[config.mk]
export PLATFORM = sky130hd
export DESIGN_NAME = weighted_gaussian_fit_core
export DESIGN_NICKNAME = d
export VERILOG_FILES = /design/src/hdl/wgf_pkg.sv /design/src/hdl/wgf_div.sv /design/src/hdl/wgf_sqrt.sv /design/src/hdl/weighted_gaussian_fit_core.sv
export SDC_FILE = /design/constraint.sdc
export NUM_CORES = 2
export LEC_CHECK = 0
export BUFFER_PORTS_ARGS = -buffer_cell sky130_fd_sc_hd__buf_2
export CAP_MARGIN = 20
export CORE_MARGIN = 3
export CORE_UTILIZATION = 40
export CTS_CLUSTER_DIAMETER = 50
export DETAILED_ROUTE_END_ITERATION = 16
export GPL_TIMING_DRIVEN = 0
export SLEW_MARGIN = 10
export SYNTH_ARGS = -nofsm -noshare
export SYNTH_HDL_FRONTEND = slang
export SYNTH_SLANG_ARGS = --single-unit
[constraint.sdc]
create_clock -name clk -period 23.8 [get_ports clk]
set_clock_uncertainty 0.2 [all_clocks]
set_input_delay 3.57 -clock clk [delete_from_list [all_inputs] [get_ports clk]]
set_output_delay 3.57 -clock clk [all_outputs]
set_load 0.005 [all_outputs]
[src/hdl/wgf_pkg.sv]
// wgf_pkg: shared types and constants of the weighted gaussian fit core
// holds the sequencer states, register indexes and datapath widths
// no dependencies
package wgf_pkg;

  // stream and configuration port widths
  localparam int IN_W       = 32;
  localparam int OUT_W      = 32;
  localparam int CFG_IDX_W  = 2;
  localparam int CFG_DATA_W = 16;

  // shared multiplier: signed a x signed b
  localparam int MA_W = 33;
  localparam int MB_W = 25;
  localparam int P_W  = MA_W + MB_W;

  // variance and root widths (variance never exceeds 2^30)
  localparam int VAR_W  = 31;
  localparam int ROOT_W = 17;

  // q8.8 limits
  localparam logic [14:0] SPREAD_MAX       = 15'h7fff;
  localparam logic [14:0] PRIOR_SPREAD_RST = 15'd256;
  localparam logic [15:0] MEAN_POS_MAX     = 16'h7fff;
  localparam logic [15:0] MEAN_NEG_MIN     = 16'h8000;

  // configuration register indexes
  typedef enum logic [CFG_IDX_W-1:0] {
    REG_MAX_CHANGE   = 2'd0,
    REG_CHECK_SPREAD = 2'd1,
    REG_PRIOR_MEAN   = 2'd2,
    REG_PRIOR_SPREAD = 2'd3
  } cfg_reg_t;

  // sequencer states
  typedef enum logic [3:0] {
    ST_IDLE,
    ST_MXX,
    ST_MWQ,
    ST_ACC,
    ST_CHK,
    ST_D1,
    ST_D2,
    ST_D3,
    ST_MSQ,
    ST_VAR,
    ST_SQ,
    ST_CMP,
    ST_OUT
  } state_t;

endpackage

[src/hdl/wgf_div.sv]
// wgf_div: iterative restoring divider, one quotient bit per cycle
// unsigned dividend and nonzero divisor, quotient valid with done
// no dependencies
module wgf_div #(
  parameter int DW = 58,
  parameter int VW = 28
) (
  input  logic          clk,
  input  logic          rst,
  input  logic          start,
  input  logic [DW-1:0] dividend,
  input  logic [VW-1:0] divisor,
  output logic          done,
  output logic [DW-1:0] quotient
);

  localparam int CNT_W = $clog2(DW + 1);

  logic             busy;
  logic [CNT_W-1:0] cnt;
  logic [DW-1:0]    dvd;
  logic [VW-1:0]    rem;
  logic [VW-1:0]    dsr;
  logic [VW:0]      shifted;
  logic [VW:0]      trial;
  logic             fits;

  // one restoring step
  assign shifted = {rem, dvd[DW-1]};
  assign trial   = shifted - {1'b0, dsr};
  assign fits    = shifted >= {1'b0, dsr};

  // step counter and done pulse
  always_ff @(posedge clk) begin
    if (rst) begin
      busy <= 1'b0;
      done <= 1'b0;
      cnt  <= '0;
    end else begin
      done <= 1'b0;
      if (start && !busy) begin
        busy <= 1'b1;
        cnt  <= CNT_W'(DW);
      end else if (busy) begin
        cnt <= cnt - 1'b1;
        if (cnt == CNT_W'(1)) begin
          busy <= 1'b0;
          done <= 1'b1;
        end
      end
    end
  end

  // dividend shifts out on top, quotient bits shift in below
  always_ff @(posedge clk) begin
    if (start && !busy) begin
      dvd <= dividend;
      rem <= '0;
      dsr <= divisor;
    end else if (busy) begin
      rem <= fits ? trial[VW-1:0] : shifted[VW-1:0];
      dvd <= {dvd[DW-2:0], fits};
    end
  end

  assign quotient = dvd;

endmodule

[src/hdl/wgf_sqrt.sv]
// wgf_sqrt: iterative integer square root, two radicand bits per cycle
// result rounded to nearest, valid with done
// depends on wgf_pkg
module wgf_sqrt (
  input  logic                        clk,
  input  logic                        rst,
  input  logic                        start,
  input  logic [wgf_pkg::VAR_W-1:0]   radicand,
  output logic                        done,
  output logic [wgf_pkg::ROOT_W-1:0]  root
);

  import wgf_pkg::*;

  localparam int STEPS = (VAR_W + 1) / 2;
  localparam int CNT_W = $clog2(STEPS + 1);

  logic             busy;
  logic [CNT_W-1:0] cnt;
  logic [VAR_W-1:0] rem;
  logic [VAR_W-1:0] res;
  logic [VAR_W-1:0] bitm;
  logic [VAR_W:0]   trial;
  logic             fits;

  assign trial = {1'b0, res} + {1'b0, bitm};
  assign fits  = {1'b0, rem} >= trial;

  // step counter and done pulse
  always_ff @(posedge clk) begin
    if (rst) begin
      busy <= 1'b0;
      done <= 1'b0;
      cnt  <= '0;
    end else begin
      done <= 1'b0;
      if (start && !busy) begin
        busy <= 1'b1;
        cnt  <= CNT_W'(STEPS);
      end else if (busy) begin
        cnt <= cnt - 1'b1;
        if (cnt == CNT_W'(1)) begin
          busy <= 1'b0;
          done <= 1'b1;
        end
      end
    end
  end

  // digit-by-digit root
  always_ff @(posedge clk) begin
    if (start && !busy) begin
      rem  <= radicand;
      res  <= '0;
      bitm <= VAR_W'(1) << (2 * (STEPS - 1));
    end else if (busy) begin
      if (fits) begin
        rem <= rem - trial[VAR_W-1:0];
        res <= (res >> 1) + bitm;
      end else begin
        res <= res >> 1;
      end
      bitm <= bitm >> 2;
    end
  end

  // round up when the remainder exceeds the root
  assign root = ROOT_W'(res) + ROOT_W'(rem > res);

endmodule

[src/hdl/weighted_gaussian_fit_core.sv]
// weighted_gaussian_fit_core: weighted mean and standard deviation estimator, top level
// sequencer with one shared multiplier, an iterative divider and square root
// depends on wgf_pkg, wgf_div, wgf_sqrt
//
// Each input word carries a weight (q1.15), a sample (q8.8) and tlast. A sample passes
// through ST_IDLE, ST_MXX, ST_MWQ and ST_ACC: the shared multiplier forms w*x, x*x and
// w*x*x in turn and the three sums grow; s_tready and cfg_ready are high only between
// samples. Only the first MAX_BATCH samples of a batch are summed. The word with tlast
// ends the batch: three runs of the one-bit-per-cycle divider (mean, fine mean, mean
// square) and 16 steps of the root unit, skipped when the weight sum is zero, then the
// result waits until the output register is free. One result word per batch: changed, fit_mean
// and fit_spread in tdata, empty_batch in tuser. The output register lets the next
// batch start while a result waits. Writing a prior register also loads the stored
// estimate.
module weighted_gaussian_fit_core #(
  parameter int MAX_BATCH = 4096
) (
  input  logic        clk,
  input  logic        rst,
  // input stream
  input  logic        s_tvalid,
  output logic        s_tready,
  input  logic [31:0] s_tdata,   // weight [15:0], sample [31:16]
  input  logic        s_tlast,
  // result stream
  output logic        m_tvalid,
  input  logic        m_tready,
  output logic [31:0] m_tdata,   // changed [0], fit_mean [16:1], fit_spread [31:17]
  output logic [0:0]  m_tuser,   // empty_batch [0]
  // configuration writes
  input  logic        cfg_valid,
  output logic        cfg_ready,
  input  logic [1:0]  cfg_index,
  input  logic [15:0] cfg_data
);

  import wgf_pkg::*;

  localparam int AW    = $clog2(MAX_BATCH);
  localparam int CW    = $clog2(MAX_BATCH + 1);
  localparam int SW_W  = 32 + AW;
  localparam int SQA_W = 46 + AW;
  localparam int VW    = 16 + AW;
  localparam int DW    = SQA_W;

  state_t state, state_next;

  // configuration
  logic [14:0]        max_change;
  logic               check_spread;

  // batch sums and stored estimate
  logic signed [SW_W-1:0] sw;
  logic [SQA_W-1:0]       sq;
  logic [VW-1:0]          swt;
  logic [CW-1:0]          count;
  logic                   take;
  logic signed [15:0]     cur_mean;
  logic [14:0]            cur_spread;

  // latched sample
  logic [15:0]        w_reg;
  logic signed [15:0] x_reg;
  logic               last_reg;

  // shared multiplier
  logic signed [MA_W-1:0] mul_a;
  logic signed [MB_W-1:0] mul_b;
  logic signed [P_W-1:0]  p;

  // batch end arithmetic
  logic               neg;
  logic [SW_W-1:0]    mag;
  logic [DW-1:0]      num_mean;
  logic [DW-1:0]      num_fine;
  logic [DW-1:0]      num_sq;
  logic               div_start;
  logic [DW-1:0]      div_dividend;
  logic               div_done;
  logic [DW-1:0]      quotient;
  logic signed [15:0] mean_val;
  logic signed [15:0] mean_q;
  logic [MB_W-1:0]    m16_mag;
  logic signed [MB_W-1:0] m16;
  logic [VAR_W-1:0]   ex2;
  logic [P_W-1:0]     msq_sum;
  logic [VAR_W-1:0]   msq;
  logic [VAR_W-1:0]   var_val;
  logic               sq_start;
  logic               sq_done;
  logic [ROOT_W-1:0]  root;
  logic [14:0]        spread_sat;
  logic signed [16:0] diff_m;
  logic [16:0]        abs_m;
  logic signed [15:0] diff_s;
  logic [15:0]        abs_s;
  logic               changed;

  // result and output registers
  logic               res_changed;
  logic [15:0]        res_mean;
  logic [14:0]        res_spread;
  logic               res_empty;
  logic               out_changed;
  logic [15:0]        out_mean;
  logic [14:0]        out_spread;
  logic               out_empty;

  assign s_tready  = (state == ST_IDLE);
  assign cfg_ready = (state == ST_IDLE);
  assign take      = (count != CW'(MAX_BATCH));

  // dividends for the three divisions
  assign neg      = sw[SW_W-1];
  assign mag      = neg ? SW_W'(-sw) : SW_W'(sw);
  assign num_mean = DW'(mag) + DW'(swt >> 1);
  assign num_fine = DW'({mag, 8'b0}) + DW'(swt >> 1);
  assign num_sq   = DW'(sq);

  // rounded mean, clamped to q8.8
  always_comb begin
    if (neg) begin
      mean_val = (quotient > DW'(32768)) ? MEAN_NEG_MIN : -quotient[15:0];
    end else begin
      mean_val = (quotient > DW'(32767)) ? MEAN_POS_MAX : quotient[15:0];
    end
  end

  // mean in q.16, at most 2^23 in magnitude
  assign m16_mag = MB_W'(quotient[MB_W-2:0]);

  // variance from mean square and squared mean
  assign msq_sum = P_W'(p) + P_W'(32768);
  assign msq     = msq_sum[VAR_W+15:16];
  assign var_val = (ex2 > msq) ? ex2 - msq : '0;

  // spread saturation and change test
  assign spread_sat = (root > ROOT_W'(SPREAD_MAX)) ? SPREAD_MAX : root[14:0];
  assign diff_m     = 17'(mean_q) - 17'(cur_mean);
  assign abs_m      = diff_m[16] ? 17'(-diff_m) : 17'(diff_m);
  assign diff_s     = $signed({1'b0, spread_sat}) - $signed({1'b0, cur_spread});
  assign abs_s      = diff_s[15] ? 16'(-diff_s) : 16'(diff_s);
  assign changed    = (abs_m >= 17'(max_change)) ||
                      (check_spread && (abs_s >= 16'(max_change)));

  // multiplier operand select
  always_comb begin
    case (state)
      ST_IDLE: begin
        mul_a = MA_W'($signed(s_tdata[31:16]));
        mul_b = $signed(MB_W'(s_tdata[15:0]));
      end
      ST_MXX: begin
        mul_a = MA_W'(x_reg);
        mul_b = MB_W'(x_reg);
      end
      ST_MWQ: begin
        mul_a = p[MA_W-1:0];
        mul_b = $signed(MB_W'(w_reg));
      end
      ST_MSQ: begin
        mul_a = MA_W'(m16);
        mul_b = m16;
      end
      default: begin
        mul_a = '0;
        mul_b = '0;
      end
    endcase
  end

  // state register
  always_ff @(posedge clk) begin
    if (rst) begin
      state <= ST_IDLE;
    end else begin
      state <= state_next;
    end
  end

  // next state and unit starts
  always_comb begin
    state_next   = state;
    div_start    = 1'b0;
    div_dividend = num_mean;
    sq_start     = 1'b0;
    case (state)
      ST_IDLE: begin
        if (s_tvalid) state_next = ST_MXX;
      end
      ST_MXX: state_next = ST_MWQ;
      ST_MWQ: state_next = ST_ACC;
      ST_ACC: state_next = last_reg ? ST_CHK : ST_IDLE;
      ST_CHK: begin
        if (swt == '0) begin
          state_next = ST_OUT;
        end else begin
          div_start  = 1'b1;
          state_next = ST_D1;
        end
      end
      ST_D1: begin
        if (div_done) begin
          div_start    = 1'b1;
          div_dividend = num_fine;
          state_next   = ST_D2;
        end
      end
      ST_D2: begin
        if (div_done) begin
          div_start    = 1'b1;
          div_dividend = num_sq;
          state_next   = ST_D3;
        end
      end
      ST_D3: begin
        if (div_done) state_next = ST_MSQ;
      end
      ST_MSQ: state_next = ST_VAR;
      ST_VAR: begin
        sq_start   = 1'b1;
        state_next = ST_SQ;
      end
      ST_SQ: begin
        if (sq_done) state_next = ST_CMP;
      end
      ST_CMP: state_next = ST_OUT;
      ST_OUT: begin
        if (!m_tvalid || m_tready) state_next = ST_IDLE;
      end
      default: state_next = ST_IDLE;
    endcase
  end

  // configuration, sums, stored estimate and output valid
  always_ff @(posedge clk) begin
    if (rst) begin
      max_change   <= '0;
      check_spread <= 1'b0;
      cur_mean     <= '0;
      cur_spread   <= PRIOR_SPREAD_RST;
      sw           <= '0;
      sq           <= '0;
      swt          <= '0;
      count        <= '0;
      m_tvalid     <= 1'b0;
    end else begin
      if (cfg_valid && cfg_ready) begin
        case (cfg_reg_t'(cfg_index))
          REG_MAX_CHANGE:   max_change   <= cfg_data[14:0];
          REG_CHECK_SPREAD: check_spread <= cfg_data[0];
          REG_PRIOR_MEAN:   cur_mean     <= cfg_data;
          REG_PRIOR_SPREAD: cur_spread   <= cfg_data[14:0];
          default: ;
        endcase
      end
      if (state == ST_MXX && take) begin
        sw <= sw + p[SW_W-1:0];
      end
      if (state == ST_ACC && take) begin
        sq    <= sq + p[SQA_W-1:0];
        swt   <= swt + VW'(w_reg);
        count <= count + 1'b1;
      end
      if ((state == ST_CHK && swt == '0) || state == ST_CMP) begin
        sw    <= '0;
        sq    <= '0;
        swt   <= '0;
        count <= '0;
      end
      if (state == ST_CMP && changed) begin
        cur_mean   <= mean_q;
        cur_spread <= spread_sat;
      end
      if (state == ST_OUT && (!m_tvalid || m_tready)) begin
        m_tvalid <= 1'b1;
      end else if (m_tvalid && m_tready) begin
        m_tvalid <= 1'b0;
      end
    end
  end

  // payload registers
  always_ff @(posedge clk) begin
    p <= mul_a * mul_b;
    if (state == ST_IDLE && s_tvalid) begin
      w_reg    <= s_tdata[15:0];
      x_reg    <= s_tdata[31:16];
      last_reg <= s_tlast;
    end
    if (state == ST_D1 && div_done) mean_q <= mean_val;
    if (state == ST_D2 && div_done) m16 <= neg ? -m16_mag : m16_mag;
    if (state == ST_D3 && div_done) ex2 <= quotient[VAR_W-1:0];
    if (state == ST_CHK && swt == '0) begin
      res_changed <= 1'b0;
      res_mean    <= '0;
      res_spread  <= '0;
      res_empty   <= 1'b1;
    end
    if (state == ST_CMP) begin
      res_changed <= changed;
      res_mean    <= mean_q;
      res_spread  <= spread_sat;
      res_empty   <= 1'b0;
    end
    if (state == ST_OUT && (!m_tvalid || m_tready)) begin
      out_changed <= res_changed;
      out_mean    <= res_mean;
      out_spread  <= res_spread;
      out_empty   <= res_empty;
    end
  end

  assign m_tdata = {out_spread, out_mean, out_changed};
  assign m_tuser = out_empty;

  // shared divider
  wgf_div #(
    .DW(DW),
    .VW(VW)
  ) u_div (
    .clk      (clk),
    .rst      (rst),
    .start    (div_start),
    .dividend (div_dividend),
    .divisor  (swt),
    .done     (div_done),
    .quotient (quotient)
  );

  // square root unit
  wgf_sqrt u_sqrt (
    .clk      (clk),
    .rst      (rst),
    .start    (sq_start),
    .radicand (var_val),
    .done     (sq_done),
    .root     (root)
  );

endmodule
==> reports/metrics.yaml <==
fill_cells: 17720
syn_inst: 8288
grt_pass1_vias: 62373
async_flop_share: 0
clockBufferDepth: 3
antenna_found_initial: 6
layout_common_cells: "nand2_1, inv_1, fa_1"
cts_tree: "done"
globalRoute.totalOverflow: 0
slew_viol_final: 0
numPortBuffers: 91
avgViaCountPerCell: 5.67
core-area_mm2: 0.181
rsz0062_at_grt: "no"
finalCritPeriodShare: 0.560
dieHeight_um: 433
syn_area_per_cell_um2: 8.79
drc_errors: 0
cts-root-buf: "clkbuf_16"
grt_max_degree: 40
multi_input_area_mm2: 0.0523
path_class: "in -> reg"
wl_per_cell_um: 24.5
ios: 92
final-seq-area_mm2: 0.0155
routabilityCongestion: 0.997
crit_required_ns: 24.24
arrival_ns: 13.76
clock-sinks: 631
cts_max_level: 3
grt_pass1_wl_mm: 396
finalCriticalPeriod_ns: 13.32
wirelength_mm: 269
fmax_mhz: 75.1
status: "finished clean"
synth_ff_type: "dfxtp_1"
rows: 156
mostFrequentLayoutCell: "nand2_1"
nNetsFinal: 9978
die_w_um: 433
cts-resized-gates: 0
area_growth_pct: 9.82
cts-buffers-inserted: 86
dp_hpwl_mm: 223
setup_violations: 0
end_kind: "flip-flop"
post_cts_buffers: 0
clk_pin_slew_ns: 0.06
crit_fanout: 10
grt_usage: 0.283
hold_path_class: "reg -> reg"
finalHoldViolCount: 0
ant_nets: 0
drt-initial-drc-count: 5095
start_util: 0.403
dr_total_vias: 62204
worstMarginPinSlew_ns: 1.39
clk-insertion-delay-late_ns: 0.72
worstSetupStartpointType: "input pin"
ys_seq_elements: 631
firstDrtPassIters: 10
dieArea_mm2: 0.187
max_cap_violations: 0
synth_edf_count: 287
synth_cell_type_count: 96
cts_hold_buf: 0
max_slew_margin: 0.0725
synth_area_mm2: 0.0729
drive_gt1_frac: 0.0503
setup_tns_ns: 0
yosys_warnings: 0
yosysSeqAreaShare: 0.213
==> area by class of cell <==
type,count,area share
multi-input combinational,6274,0.654
clock inverter,52,0.00827
buffer,365,0.0175
antenna,7,0.000219
inverter,1024,0.0480
timing repair buffer,141,0.0119
clock buffer,105,0.0295
sequential,631,0.194
tap,2370,0.0371
==> cells in the mapped netlist, types with 13 or more instances <==
master    instances  share of area
nand4_1          86         0.0074
nand3_1         123         0.0084
o21ai_0         300          0.021
o41ai_1          19         0.0023
xnor2_1         345          0.041
o22ai_1          43         0.0037
nand2_1        1091          0.056
and2_1           59         0.0051
o21a_1           73         0.0075
and4_1           14         0.0017
xor2_1          183          0.022
or2_2            24         0.0021
ha_1            547          0.094
nor2b_1          74         0.0064
a221o_1          34         0.0047
mux2_2           20         0.0031
nand2b_1         71         0.0061
nor2_1          633          0.033
edfxtp_1        287           0.12
nor4_1           49         0.0042
buf_1            18        0.00093
a221oi_1         58         0.0070
and3_1           64         0.0055
a31o_2           36         0.0043
o211ai_1         20         0.0021
o31ai_1          44         0.0045
a22o_1           63         0.0076
nor3_1          138         0.0095
inv_1          1024          0.053
o21bai_1         42         0.0043
a311oi_1         17         0.0020
nor3b_1          13         0.0013
dfxtp_1         344          0.094
or4_1            15         0.0015
a222oi_1         17         0.0023
clkbuf_1        332          0.017
mux2i_1          38         0.0052
a21o_1          202          0.021
fa_1            852           0.23
a211oi_1         52         0.0054
a22oi_1          28         0.0029
or3_1            53         0.0045
a21oi_1         476          0.033
a31oi_1          70         0.0060
==> stage by stage <==
stage          hold slack (ns)  cell area (um2)  cells  worst slack [ns]  utilization
3_3_place_gp             0.204            76300  10755              9.72        0.422
2_1_floorplan            0.200            72900   8294             12.68            -
6_report                 0.217            80000  10969             10.48        0.442
4_1_cts                  0.219            80000  10957             10.76        0.442
3_5_place_dp             0.205            77000  10800             10.03        0.425
5_1_grt                  0.223            80000  10963             10.32        0.442
==> critical path: stages <==
cell,delay (ns)
buf_2,0.14
a221oi_1,0.44
clkbuf_1,0.57
clkbuf_1,0.82
nor2_1,0.15
fa_1,0.59
inv_1,0.05
fa_1,0.47
inv_1,0.05
fa_1,0.53
ha_1,0.16
inv_1,0.06
fa_1,0.53
inv_1,0.05
fa_1,0.46
fa_1,0.50
ha_1,0.36
inv_1,0.11
or3_1,0.40
nor4bb_1,0.99
o21ai_0,0.40
o21ai_0,0.67
a41oi_1,0.49
o31ai_1,0.68
nand2_1,0.12
o211ai_1,0.22
xor2_1,0.16
==> final timing paths <==
check	from	endpoint	slack [ns]	depth (start not counted)
max	s_tdata[3]	p[50]	10.48	27
min reg2reg	res_spread[14]	out_spread[14]	0.22	0
min	res_spread[14]	out_spread[14]	0.22	0
max reg2reg	state[0]	p[50]	11.16	29
==> cells by family after synthesis <==
family / Yosys count / share of synthesized area
xor+xnor: 528 / 0.0635
mux: 58 / 0.00831
buf+inv: 1389 / 0.0719
simple gates: 2556 / 0.159
flops: 631 / 0.213
other cells: 2 / 0.000103
fa+ha+maj: 1399 / 0.328
compound gates: 1725 / 0.157
==> per-layer routing <==
metal  vias to the layer above  global-route usage  part of all wire
li1                      28550                   -                 -
met1                     30644               0.360              0.41
met2                      2413               0.463              0.46
met3                       595              0.0393             0.068
met4                         2               0.160             0.064
met5                         -                   0          0.000037
Power is not shown: default switching activity piles up to over one toggle a cycle in this logic, so the estimate is an artifact.
